File: src/hdl/itoa_pkg.sv
package itoa_pkg;

    // Field and digit geometry
    localparam int VALUE_W  = 32;
    localparam int NIB_W    = 4;
    localparam int DIGITS   = 10;
    localparam int BCD_W    = DIGITS * NIB_W;
    localparam int CNT_W    = 5;
    localparam int LEFT_W   = 4;
    localparam int CHAR_W   = 8;

    // ASCII codes
    localparam logic [CHAR_W-1:0] CHAR_ZERO  = 8'h30;
    localparam logic [CHAR_W-1:0] CHAR_UPPER = 8'h41;
    localparam logic [CHAR_W-1:0] CHAR_LOWER = 8'h61;
    localparam logic [CHAR_W-1:0] CHAR_MINUS = 8'h2D;

    // Converted digits handed from the converter to the emitter
    typedef struct packed {
        logic [BCD_W-1:0] digits;
        logic             neg;
        logic             upper;
    } t_digits;

    // Map one digit to its ASCII code
    function automatic logic [CHAR_W-1:0] digit_char(input logic [NIB_W-1:0] d,
                                                     input logic upper);
        logic [CHAR_W-1:0] base;
        base = upper ? CHAR_UPPER : CHAR_LOWER;
        if (d < 4'd10) begin
            digit_char = CHAR_ZERO + {4'd0, d};
        end else begin
            digit_char = base + {4'd0, d} - 8'd10;
        end
    endfunction

endpackage

File: src/hdl/itoa_if.sv
// Input channel: one value to convert per transaction
interface itoa_in_if;
    logic        valid;
    logic        ready;
    logic [31:0] value;
    logic        radix_is_hex;
    logic        is_signed;
    logic        upper_case;

    modport source (output valid, value, radix_is_hex, is_signed, upper_case, input ready);
    modport sink   (input valid, value, radix_is_hex, is_signed, upper_case, output ready);
endinterface

// Output channel: one ASCII character per transaction
interface itoa_out_if;
    logic       valid;
    logic       ready;
    logic [7:0] char_code;
    logic       last_char;

    modport source (output valid, char_code, last_char, input ready);
    modport sink   (input valid, char_code, last_char, output ready);
endinterface

File: src/hdl/itoa_dabble.sv
module itoa_dabble (
    input  logic                            i_clk,
    input  logic                            i_rst_n,
    input  logic                            i_start,
    input  logic [itoa_pkg::VALUE_W-1:0]    i_value,
    input  logic                            i_hex,
    input  logic                            i_signed,
    input  logic                            i_upper,
    output logic                            o_idle,
    output logic                            o_done,
    output itoa_pkg::t_digits               o_digits,
    input  logic                            i_take
);

    typedef enum logic [2:0] {
        S_IDLE  = 3'b001,
        S_SHIFT = 3'b010,
        S_DONE  = 3'b100
    } t_dab_state;

    t_dab_state                       r_state;
    logic [itoa_pkg::VALUE_W-1:0]     r_bin;
    logic [itoa_pkg::BCD_W-1:0]       r_bcd;
    logic [itoa_pkg::BCD_W-1:0]       n_bcd;
    logic [itoa_pkg::CNT_W-1:0]       r_cnt;
    logic                             r_hex;
    logic                             r_neg;
    logic                             r_upper;
    logic                             w_neg;
    logic [itoa_pkg::VALUE_W-1:0]     w_mag;
    logic [itoa_pkg::BCD_W-1:0]       w_adj;

    // Take the magnitude of a negative signed value
    assign w_neg = i_signed & i_value[itoa_pkg::VALUE_W-1];
    assign w_mag = w_neg ? (~i_value + 32'd1) : i_value;

    // Add three to each decimal digit of five or more before the shift
    always_comb begin
        for (int k = 0; k < itoa_pkg::DIGITS; k++) begin
            if (!r_hex && (r_bcd[k*itoa_pkg::NIB_W +: itoa_pkg::NIB_W] >= 4'd5)) begin
                w_adj[k*itoa_pkg::NIB_W +: itoa_pkg::NIB_W] =
                    r_bcd[k*itoa_pkg::NIB_W +: itoa_pkg::NIB_W] + 4'd3;
            end else begin
                w_adj[k*itoa_pkg::NIB_W +: itoa_pkg::NIB_W] =
                    r_bcd[k*itoa_pkg::NIB_W +: itoa_pkg::NIB_W];
            end
        end
        n_bcd = {w_adj[itoa_pkg::BCD_W-2:0], r_bin[itoa_pkg::VALUE_W-1]};
    end

    // Control: load, shift one bit per cycle, hold until the emitter takes it
    always_ff @(posedge i_clk) begin
        if (!i_rst_n) begin
            r_state <= S_IDLE;
            r_cnt   <= '0;
        end else begin
            unique case (r_state)
                S_IDLE: begin
                    if (i_start) begin
                        r_state <= S_SHIFT;
                        r_cnt   <= '0;
                    end
                end
                S_SHIFT: begin
                    r_cnt <= r_cnt + 5'd1;
                    if (r_cnt == 5'(itoa_pkg::VALUE_W - 1)) begin
                        r_state <= S_DONE;
                    end
                end
                S_DONE: begin
                    if (i_take) begin
                        r_state <= S_IDLE;
                    end
                end
                default: r_state <= S_IDLE;
            endcase
        end
    end

    // Datapath: binary shifts out at the top, digits shift in at the bottom
    always_ff @(posedge i_clk) begin
        if (r_state == S_IDLE && i_start) begin
            r_bin   <= w_mag;
            r_bcd   <= '0;
            r_hex   <= i_hex;
            r_neg   <= w_neg;
            r_upper <= i_upper;
        end else if (r_state == S_SHIFT) begin
            r_bin <= {r_bin[itoa_pkg::VALUE_W-2:0], 1'b0};
            r_bcd <= n_bcd;
        end
    end

    assign o_idle          = (r_state == S_IDLE);
    assign o_done          = (r_state == S_DONE);
    assign o_digits.digits = r_bcd;
    assign o_digits.neg    = r_neg;
    assign o_digits.upper  = r_upper;

endmodule

File: src/hdl/itoa_emit.sv
module itoa_emit (
    input  logic               i_clk,
    input  logic               i_rst_n,
    input  logic               i_valid,
    input  itoa_pkg::t_digits  i_digits,
    output logic               o_take,
    itoa_out_if.source         o_out
);

    typedef enum logic [3:0] {
        S_IDLE = 4'b0001,
        S_SIGN = 4'b0010,
        S_SKIP = 4'b0100,
        S_EMIT = 4'b1000
    } t_emit_state;

    t_emit_state                      r_state;
    logic [itoa_pkg::BCD_W-1:0]       r_dig;
    logic [itoa_pkg::LEFT_W-1:0]      r_left;
    logic                             r_upper;
    logic                             r_out_valid;
    logic [itoa_pkg::CHAR_W-1:0]      r_char;
    logic                             r_last;
    logic                             w_can_load;
    logic                             w_load;
    logic [itoa_pkg::NIB_W-1:0]       w_top;

    assign w_top      = r_dig[itoa_pkg::BCD_W-1 -: itoa_pkg::NIB_W];
    assign w_can_load = !r_out_valid || o_out.ready;
    assign w_load     = w_can_load && (r_state == S_SIGN || r_state == S_EMIT);
    assign o_take     = (r_state == S_IDLE) && i_valid;

    // Sequencer: sign, drop leading zeros, then one digit per transaction
    always_ff @(posedge i_clk) begin
        if (!i_rst_n) begin
            r_state <= S_IDLE;
        end else begin
            unique case (r_state)
                S_IDLE: begin
                    if (i_valid) begin
                        r_state <= i_digits.neg ? S_SIGN : S_SKIP;
                    end
                end
                S_SIGN: begin
                    if (w_can_load) begin
                        r_state <= S_SKIP;
                    end
                end
                S_SKIP: begin
                    if (!(w_top == 4'd0 && r_left > 4'd1)) begin
                        r_state <= S_EMIT;
                    end
                end
                S_EMIT: begin
                    if (w_can_load && r_left == 4'd1) begin
                        r_state <= S_IDLE;
                    end
                end
                default: r_state <= S_IDLE;
            endcase
        end
    end

    // Digit register: load from the converter, advance one digit at a time
    always_ff @(posedge i_clk) begin
        if (o_take) begin
            r_dig   <= i_digits.digits;
            r_left  <= 4'(itoa_pkg::DIGITS);
            r_upper <= i_digits.upper;
        end else if ((r_state == S_SKIP && w_top == 4'd0 && r_left > 4'd1)
                     || (r_state == S_EMIT && w_can_load)) begin
            r_dig  <= {r_dig[itoa_pkg::BCD_W-itoa_pkg::NIB_W-1:0], 4'd0};
            r_left <= r_left - 4'd1;
        end
    end

    // Output register: hold the character until the sink takes it
    always_ff @(posedge i_clk) begin
        if (!i_rst_n) begin
            r_out_valid <= 1'b0;
        end else if (w_load) begin
            r_out_valid <= 1'b1;
        end else if (o_out.ready) begin
            r_out_valid <= 1'b0;
        end
    end

    always_ff @(posedge i_clk) begin
        if (w_load) begin
            if (r_state == S_SIGN) begin
                r_char <= itoa_pkg::CHAR_MINUS;
                r_last <= 1'b0;
            end else begin
                r_char <= itoa_pkg::digit_char(w_top, r_upper);
                r_last <= (r_left == 4'd1);
            end
        end
    end

    assign o_out.valid     = r_out_valid;
    assign o_out.char_code = r_char;
    assign o_out.last_char = r_last;

endmodule

File: src/hdl/integer_to_ascii_converter_top.sv
// Channel  Dir  Payload                                          Transaction
// i_in     in   value[31:0], radix_is_hex, is_signed, upper_case valid & ready
// o_out    out  char_code[7:0], last_char                        valid & ready
//
// A value is loaded and then shifted through the bit-serial converter, one
// bit per cycle, with digit correction in every decimal lane. Emission of up
// to 11 characters overlaps with the next conversion. Reset is synchronous,
// active low, and clears all control state. A stalled output holds its
// character; the converter then waits in its done state and i_in.ready
// stays low.
module integer_to_ascii_converter_top (
    input  logic        i_clk,
    input  logic        i_rst_n,
    itoa_in_if.sink     i_in,
    itoa_out_if.source  o_out
);

    logic              w_start;
    logic              w_idle;
    logic              w_done;
    logic              w_take;
    itoa_pkg::t_digits w_digits;

    assign i_in.ready = w_idle;
    assign w_start    = i_in.valid && w_idle;

    // Bit-serial binary to digit conversion
    itoa_dabble u_dabble (
        .i_clk    (i_clk),
        .i_rst_n  (i_rst_n),
        .i_start  (w_start),
        .i_value  (i_in.value),
        .i_hex    (i_in.radix_is_hex),
        .i_signed (i_in.is_signed),
        .i_upper  (i_in.upper_case),
        .o_idle   (w_idle),
        .o_done   (w_done),
        .o_digits (w_digits),
        .i_take   (w_take)
    );

    // Character sequencing and output register
    itoa_emit u_emit (
        .i_clk    (i_clk),
        .i_rst_n  (i_rst_n),
        .i_valid  (w_done),
        .i_digits (w_digits),
        .o_take   (w_take),
        .o_out    (o_out)
    );

    // A new transaction starts a conversion, so input closes next cycle
    a_start_busy: assert property (@(posedge i_clk) disable iff (!i_rst_n)
        i_in.valid && i_in.ready |=> !i_in.ready)
        else $error("input still open after a transaction");

    // Handoff frees the converter
    a_handoff: assert property (@(posedge i_clk) disable iff (!i_rst_n)
        w_done && w_take |=> !w_done && w_idle)
        else $error("converter did not release after handoff");

    // Minus sign is never the last character
    a_minus_not_last: assert property (@(posedge i_clk) disable iff (!i_rst_n)
        o_out.valid && o_out.char_code == itoa_pkg::CHAR_MINUS |-> !o_out.last_char)
        else $error("minus sign marked as last character");

    // Emitter only takes digits the converter has finished
    a_take_done: assert property (@(posedge i_clk) disable iff (!i_rst_n)
        w_take |-> w_done)
        else $error("emitter took digits before conversion finished");

endmodule
File: src/flat_wrapper.sv
// flat-port wrapper written by rule: the top's interface ports become plain ports
module integer_to_ascii_converter_top_flat 
  (i_clk, i_rst_n, i_in_valid, i_in_value, i_in_radix_is_hex, i_in_is_signed, i_in_upper_case, i_in_ready, o_out_valid, o_out_char_code, o_out_last_char, o_out_ready);
  itoa_in_if i_in_i ();
  itoa_out_if o_out_i ();
  input  logic i_clk;
  input  logic i_rst_n;
  input wire logic [$bits(i_in_i.valid)-1:0] i_in_valid;
  input wire logic [$bits(i_in_i.value)-1:0] i_in_value;
  input wire logic [$bits(i_in_i.radix_is_hex)-1:0] i_in_radix_is_hex;
  input wire logic [$bits(i_in_i.is_signed)-1:0] i_in_is_signed;
  input wire logic [$bits(i_in_i.upper_case)-1:0] i_in_upper_case;
  output wire logic [$bits(i_in_i.ready)-1:0] i_in_ready;
  output wire logic [$bits(o_out_i.valid)-1:0] o_out_valid;
  output wire logic [$bits(o_out_i.char_code)-1:0] o_out_char_code;
  output wire logic [$bits(o_out_i.last_char)-1:0] o_out_last_char;
  input wire logic [$bits(o_out_i.ready)-1:0] o_out_ready;
  assign i_in_i.valid = i_in_valid;
  assign i_in_i.value = i_in_value;
  assign i_in_i.radix_is_hex = i_in_radix_is_hex;
  assign i_in_i.is_signed = i_in_is_signed;
  assign i_in_i.upper_case = i_in_upper_case;
  assign i_in_ready = i_in_i.ready;
  assign o_out_valid = o_out_i.valid;
  assign o_out_char_code = o_out_i.char_code;
  assign o_out_last_char = o_out_i.last_char;
  assign o_out_i.ready = o_out_ready;
  integer_to_ascii_converter_top u_core (.i_clk(i_clk), .i_rst_n(i_rst_n), .i_in(i_in_i), .o_out(o_out_i));
endmodule
File: config.mk
export PLATFORM = sky130hd
export DESIGN_NAME = integer_to_ascii_converter_top_flat
export DESIGN_NICKNAME = d
export VERILOG_FILES = /design/src/hdl/itoa_pkg.sv /design/src/hdl/itoa_if.sv /design/src/hdl/itoa_dabble.sv /design/src/hdl/itoa_emit.sv /design/src/hdl/integer_to_ascii_converter_top.sv /design/src/flat_wrapper.sv
export SDC_FILE = /design/constraint.sdc
export NUM_CORES = 1
export LEC_CHECK = 0
export BUFFER_PORTS_ARGS = -buffer_cell sky130_fd_sc_hd__buf_2
export CAP_MARGIN = 20
export CELL_PAD_IN_SITES_DETAIL_PLACEMENT = 1
export CELL_PAD_IN_SITES_GLOBAL_PLACEMENT = 1
export CORE_AREA = 5 5 133 148
export CTS_CLUSTER_SIZE = 12
export DETAILED_ROUTE_END_ITERATION = 10
export DIE_AREA = 0 0 138 153
export HOLD_SLACK_MARGIN = 0.06
export PLACE_DENSITY = 0.8
export SYNTH_ARGS = -nofsm -noshare
export SYNTH_HDL_FRONTEND = slang
export SYNTH_HIERARCHICAL = 1
export SYNTH_SLANG_ARGS = --single-unit
File: constraint.sdc
create_clock -name i_clk -period 2.85 [get_ports i_clk]
set_clock_uncertainty 0.2 [all_clocks]
set_input_delay 0.1425 -clock i_clk [delete_from_list [all_inputs] [get_ports i_clk]]
set_output_delay 0.1425 -clock i_clk [all_outputs]
set_load 0.1 [all_outputs]
==> run metrics <==
worst slew pin tran 0.633 ns; vias in the first global route 6761; Cell Area, Synth 7590 sq um; CP Max Fanout 6; Area after DPL 8070 sq um; Worst Setup EP u_core/u_dabble/r_bin[26]$_DFFE_PP_; # rows 52; P_leak 3.44 nW; global-route usage over all layers 18.9%; register clock-pin slew on the reported worst setup and hold paths 0.06 ns; ratio of final minimum period to clock period 93.9%; Sinks on Clock Net 141; drt wl/cell 17.3 microns; peak supply drop 0.000445 V; Placement Setup Slack 0.344 ns; area delta synth->final 20.0%; Post-DRT Antenna Nets 0; CP Buf/Inv Count 2; Max Freq 0.374 GHz; unrepaired setup endpoints after global routing false; met2 Resource Use GR 35.2%; Die W 138 microns; die area 21100 sq um; CP peak stage delay 0.62 ns; sequential share of the synthesized area 48.3%; min Tclk post-route 2.68 ns; most common cell in the netlist nand2_1; largest net degree at the start of global routing 60; CTS root buf clkbuf_16; Critical Path RT 2.81 ns; r2r setup slk 0.25 ns; DIE HEIGHT 153 microns; share of async-settable or async-resettable flops after synthesis 0%; GR Util met1 22.1%; CTS tree built; Ports 50; number of port buffers 48; Setup TNS Final 0 ns; cell family with most CP delay simple AND/OR/NAND/NOR gates; n_diodes 0; Initial Util 41.9%; grt ovf 0; Top Usage Layer GRT met2; Final HPWL DP 12.0 mm; synthesized area per cell 9.33 sq um; M3 GR Usage 3.06%; clock latency on the worst-skew pair 0.42 ns; post-synth cell types 66; DRT iter0 DRCs 292; vias per std cell 5.48; antenna violations before repair 0; Post-synth EDFFs 84; GP Congestion 0.845; syn nets 879; Detailed Route WL 19.8 mm; Floorplan Core Area 18100 sq um; FF-to-FF path depth 10; layout filler cell count 2082; outcome completed; drt pass-1 iters 4; FF+latch area 3670 sq um; Via Count 6255; fin worst setup slack 0.174 ns; CTS max path bufs 2; Final Setup Violations 0; area leader, netlist edfxtp_1; CP arrival 2.64 ns; Post-Synthesis Cells 813; Synth Register Bits 141; Critical Path Stages 7; CP startpoint i_in_value[16]; Relative slew margins 57.4%; Design Area, Final 9100 sq um; # DRC 0; # nets final 951; Setup CP Type primary input to flip-flop; Max Transition Viols Final 0; Max-cap violations 0; wire length of the first global-routing pass 33.3 mm; Synth area leaders edfxtp_1 (33%), dfxtp_1 (15%), nand2_1 (8.4%), o21ai_0 (4.9%), ha_1 (4.5%); critical path, cell by cell dlygate4sd3_1 -> buf_2 -> nor4_1 -> nand4_2 -> o41ai_1 -> xor2_1 -> o21ai_0; Hold Crit Class primary input to flip-flop; synth cell count leaders nand2_1 (170), edfxtp_1 (84), o21ai_0 (74), dfxtp_1 (57), a21oi_1 (50); Worst path slowest cell o41ai_1; Worst Setup End Kind flip-flop; P per Cell Area 597 nW/um^2; crit start category primary input; share of the synthesized area in the top cell type 33.3%; final hold violation count 0; H-tree lvl count 4; r2r startpoint u_core/u_dabble/r_state[0]$_SDFFE_PN1P_; prevailing post-synth register cell edfxtp_1; synth warn 6; layout cells sized above 1 13.1%; cts bufs inserted 17; Power Total 5.43 mW; Reg-to-Reg End u_core/u_dabble/r_state[0]$_SDFFE_PN1P_; multi-input logic area 3610 sq um
-- layout make-up --
cell class	count	area share (%)
Inverter	33	1.37
Clock buffer	18	4.71
Multi-Input combinational cell	592	39.6
Clock inverter	14	2.38
Tap cell	243	3.34
Timing Repair Buffer	100	8.27
Sequential cell	141	40.3
-- routing by layer --
layer	vias up	routed length [microns]
met5	-	0
met4	0	276
met3	25	704
met2	132	10500
met1	3094	8240
li1	3004	-
-- stage by stage --
| step | hold slack (ns) | cells | utilization (%) |
|---|---|---|---|
| finish | 0.234 | 1141 | 50.3 |
| global route | 0.248 | 1141 | 50.3 |
| CTS | 0.220 | 1141 | 50.3 |
| detailed placement | 0.123 | 1070 | 44.6 |
| global placement | 0.129 | 1070 | 44.6 |
| floorplan | 0.00440 | 813 | - |
-- registers in the layout, indices dropped and copies added, names as in the netlist, 3 cells and up --
signal / count
u_core/u_emit/r_dig: 40
u_core/u_emit/r_left: 4
u_core/u_emit/r_state: 4
u_core/u_dabble/r_cnt: 5
u_core/u_dabble/r_bcd: 40
u_core/u_dabble/r_state: 3
u_core/u_dabble/r_bin: 32
u_core/u_emit/o_out.char_code: 7
-- worst min path at each step --
| stage | start | slack, ns | depth (start not counted) | endpoint |
|---|---|---|---|---|
| after floorplan | i_rst_n | 0.004 | 1 | u_core/u_dabble/r_state[0]$_SDFFE_PN1P_ |
| after global routing | i_in_upper_case | 0.25 | 2 | u_core/u_dabble/r_upper$_DFFE_PN_ |
| final | i_in_upper_case | 0.23 | 2 | u_core/u_dabble/r_upper$_DFFE_PN_ |
| after global placement | i_in_upper_case | 0.13 | 1 | u_core/u_dabble/r_upper$_DFFE_PN_ |
| after CTS | i_in_upper_case | 0.22 | 2 | u_core/u_dabble/r_upper$_DFFE_PN_ |
| after detailed placement | i_in_upper_case | 0.12 | 1 | u_core/u_dabble/r_upper$_DFFE_PN_ |
-- cells in the final DEF (no fill, tap or decap), drive strengths merged, types with 14 or more instances in the layout --
cell | netlist | routed
nand2 | 171 | 171
o21ai | 78 | 78
a21oi | 50 | 50
inv | 31 | 32
nor2 | 41 | 41
ha | 27 | 27
xor2 | 23 | 23
edfxtp | 84 | 84
clkbuf | 31 | 18
nor3 | 20 | 20
xnor2 | 23 | 23
dlygate4sd3 | 0 | 39
nand2b | 14 | 14
buf | 16 | 61
dfxtp | 57 | 57
mux2i | 15 | 15
-- report_power, final --
| part | total [mW] | switching [mW] | internal [mW] |
|---|---|---|---|
| clock network | 2.44 | 0.882 | 1.56 |
| logic | 0.626 | 0.391 | 0.235 |
| registers | 2.37 | 0.0708 | 2.30 |
| total | 5.43 | 1.34 | 4.09 |
-- what timing repair did --
item / in CTS / in global routing
setup endpoints to repair: 0 / 1
hold buffers: 39 / 0
gates resized for setup: 0 / 1
setup buffers: 0 / 0
endpoints found under the hold margin: 47 / 0
-- cell families (layout without fill, tap and decap cells) --
group	Yosys count	in the layout	share of synthesized area, %
DFF	141	141	48.3
adders and majority gates	27	27	4.45
AOI/OAI and AO/OA	185	185	14.7
buffers and inverters	80	165	4.73
xor gates and xnor gates	46	46	5.31
other	1	1	0.0494
muxes	16	16	2.13
and+or+nand+nor	317	317	20.3
Power figures use the tool's default switching activity.
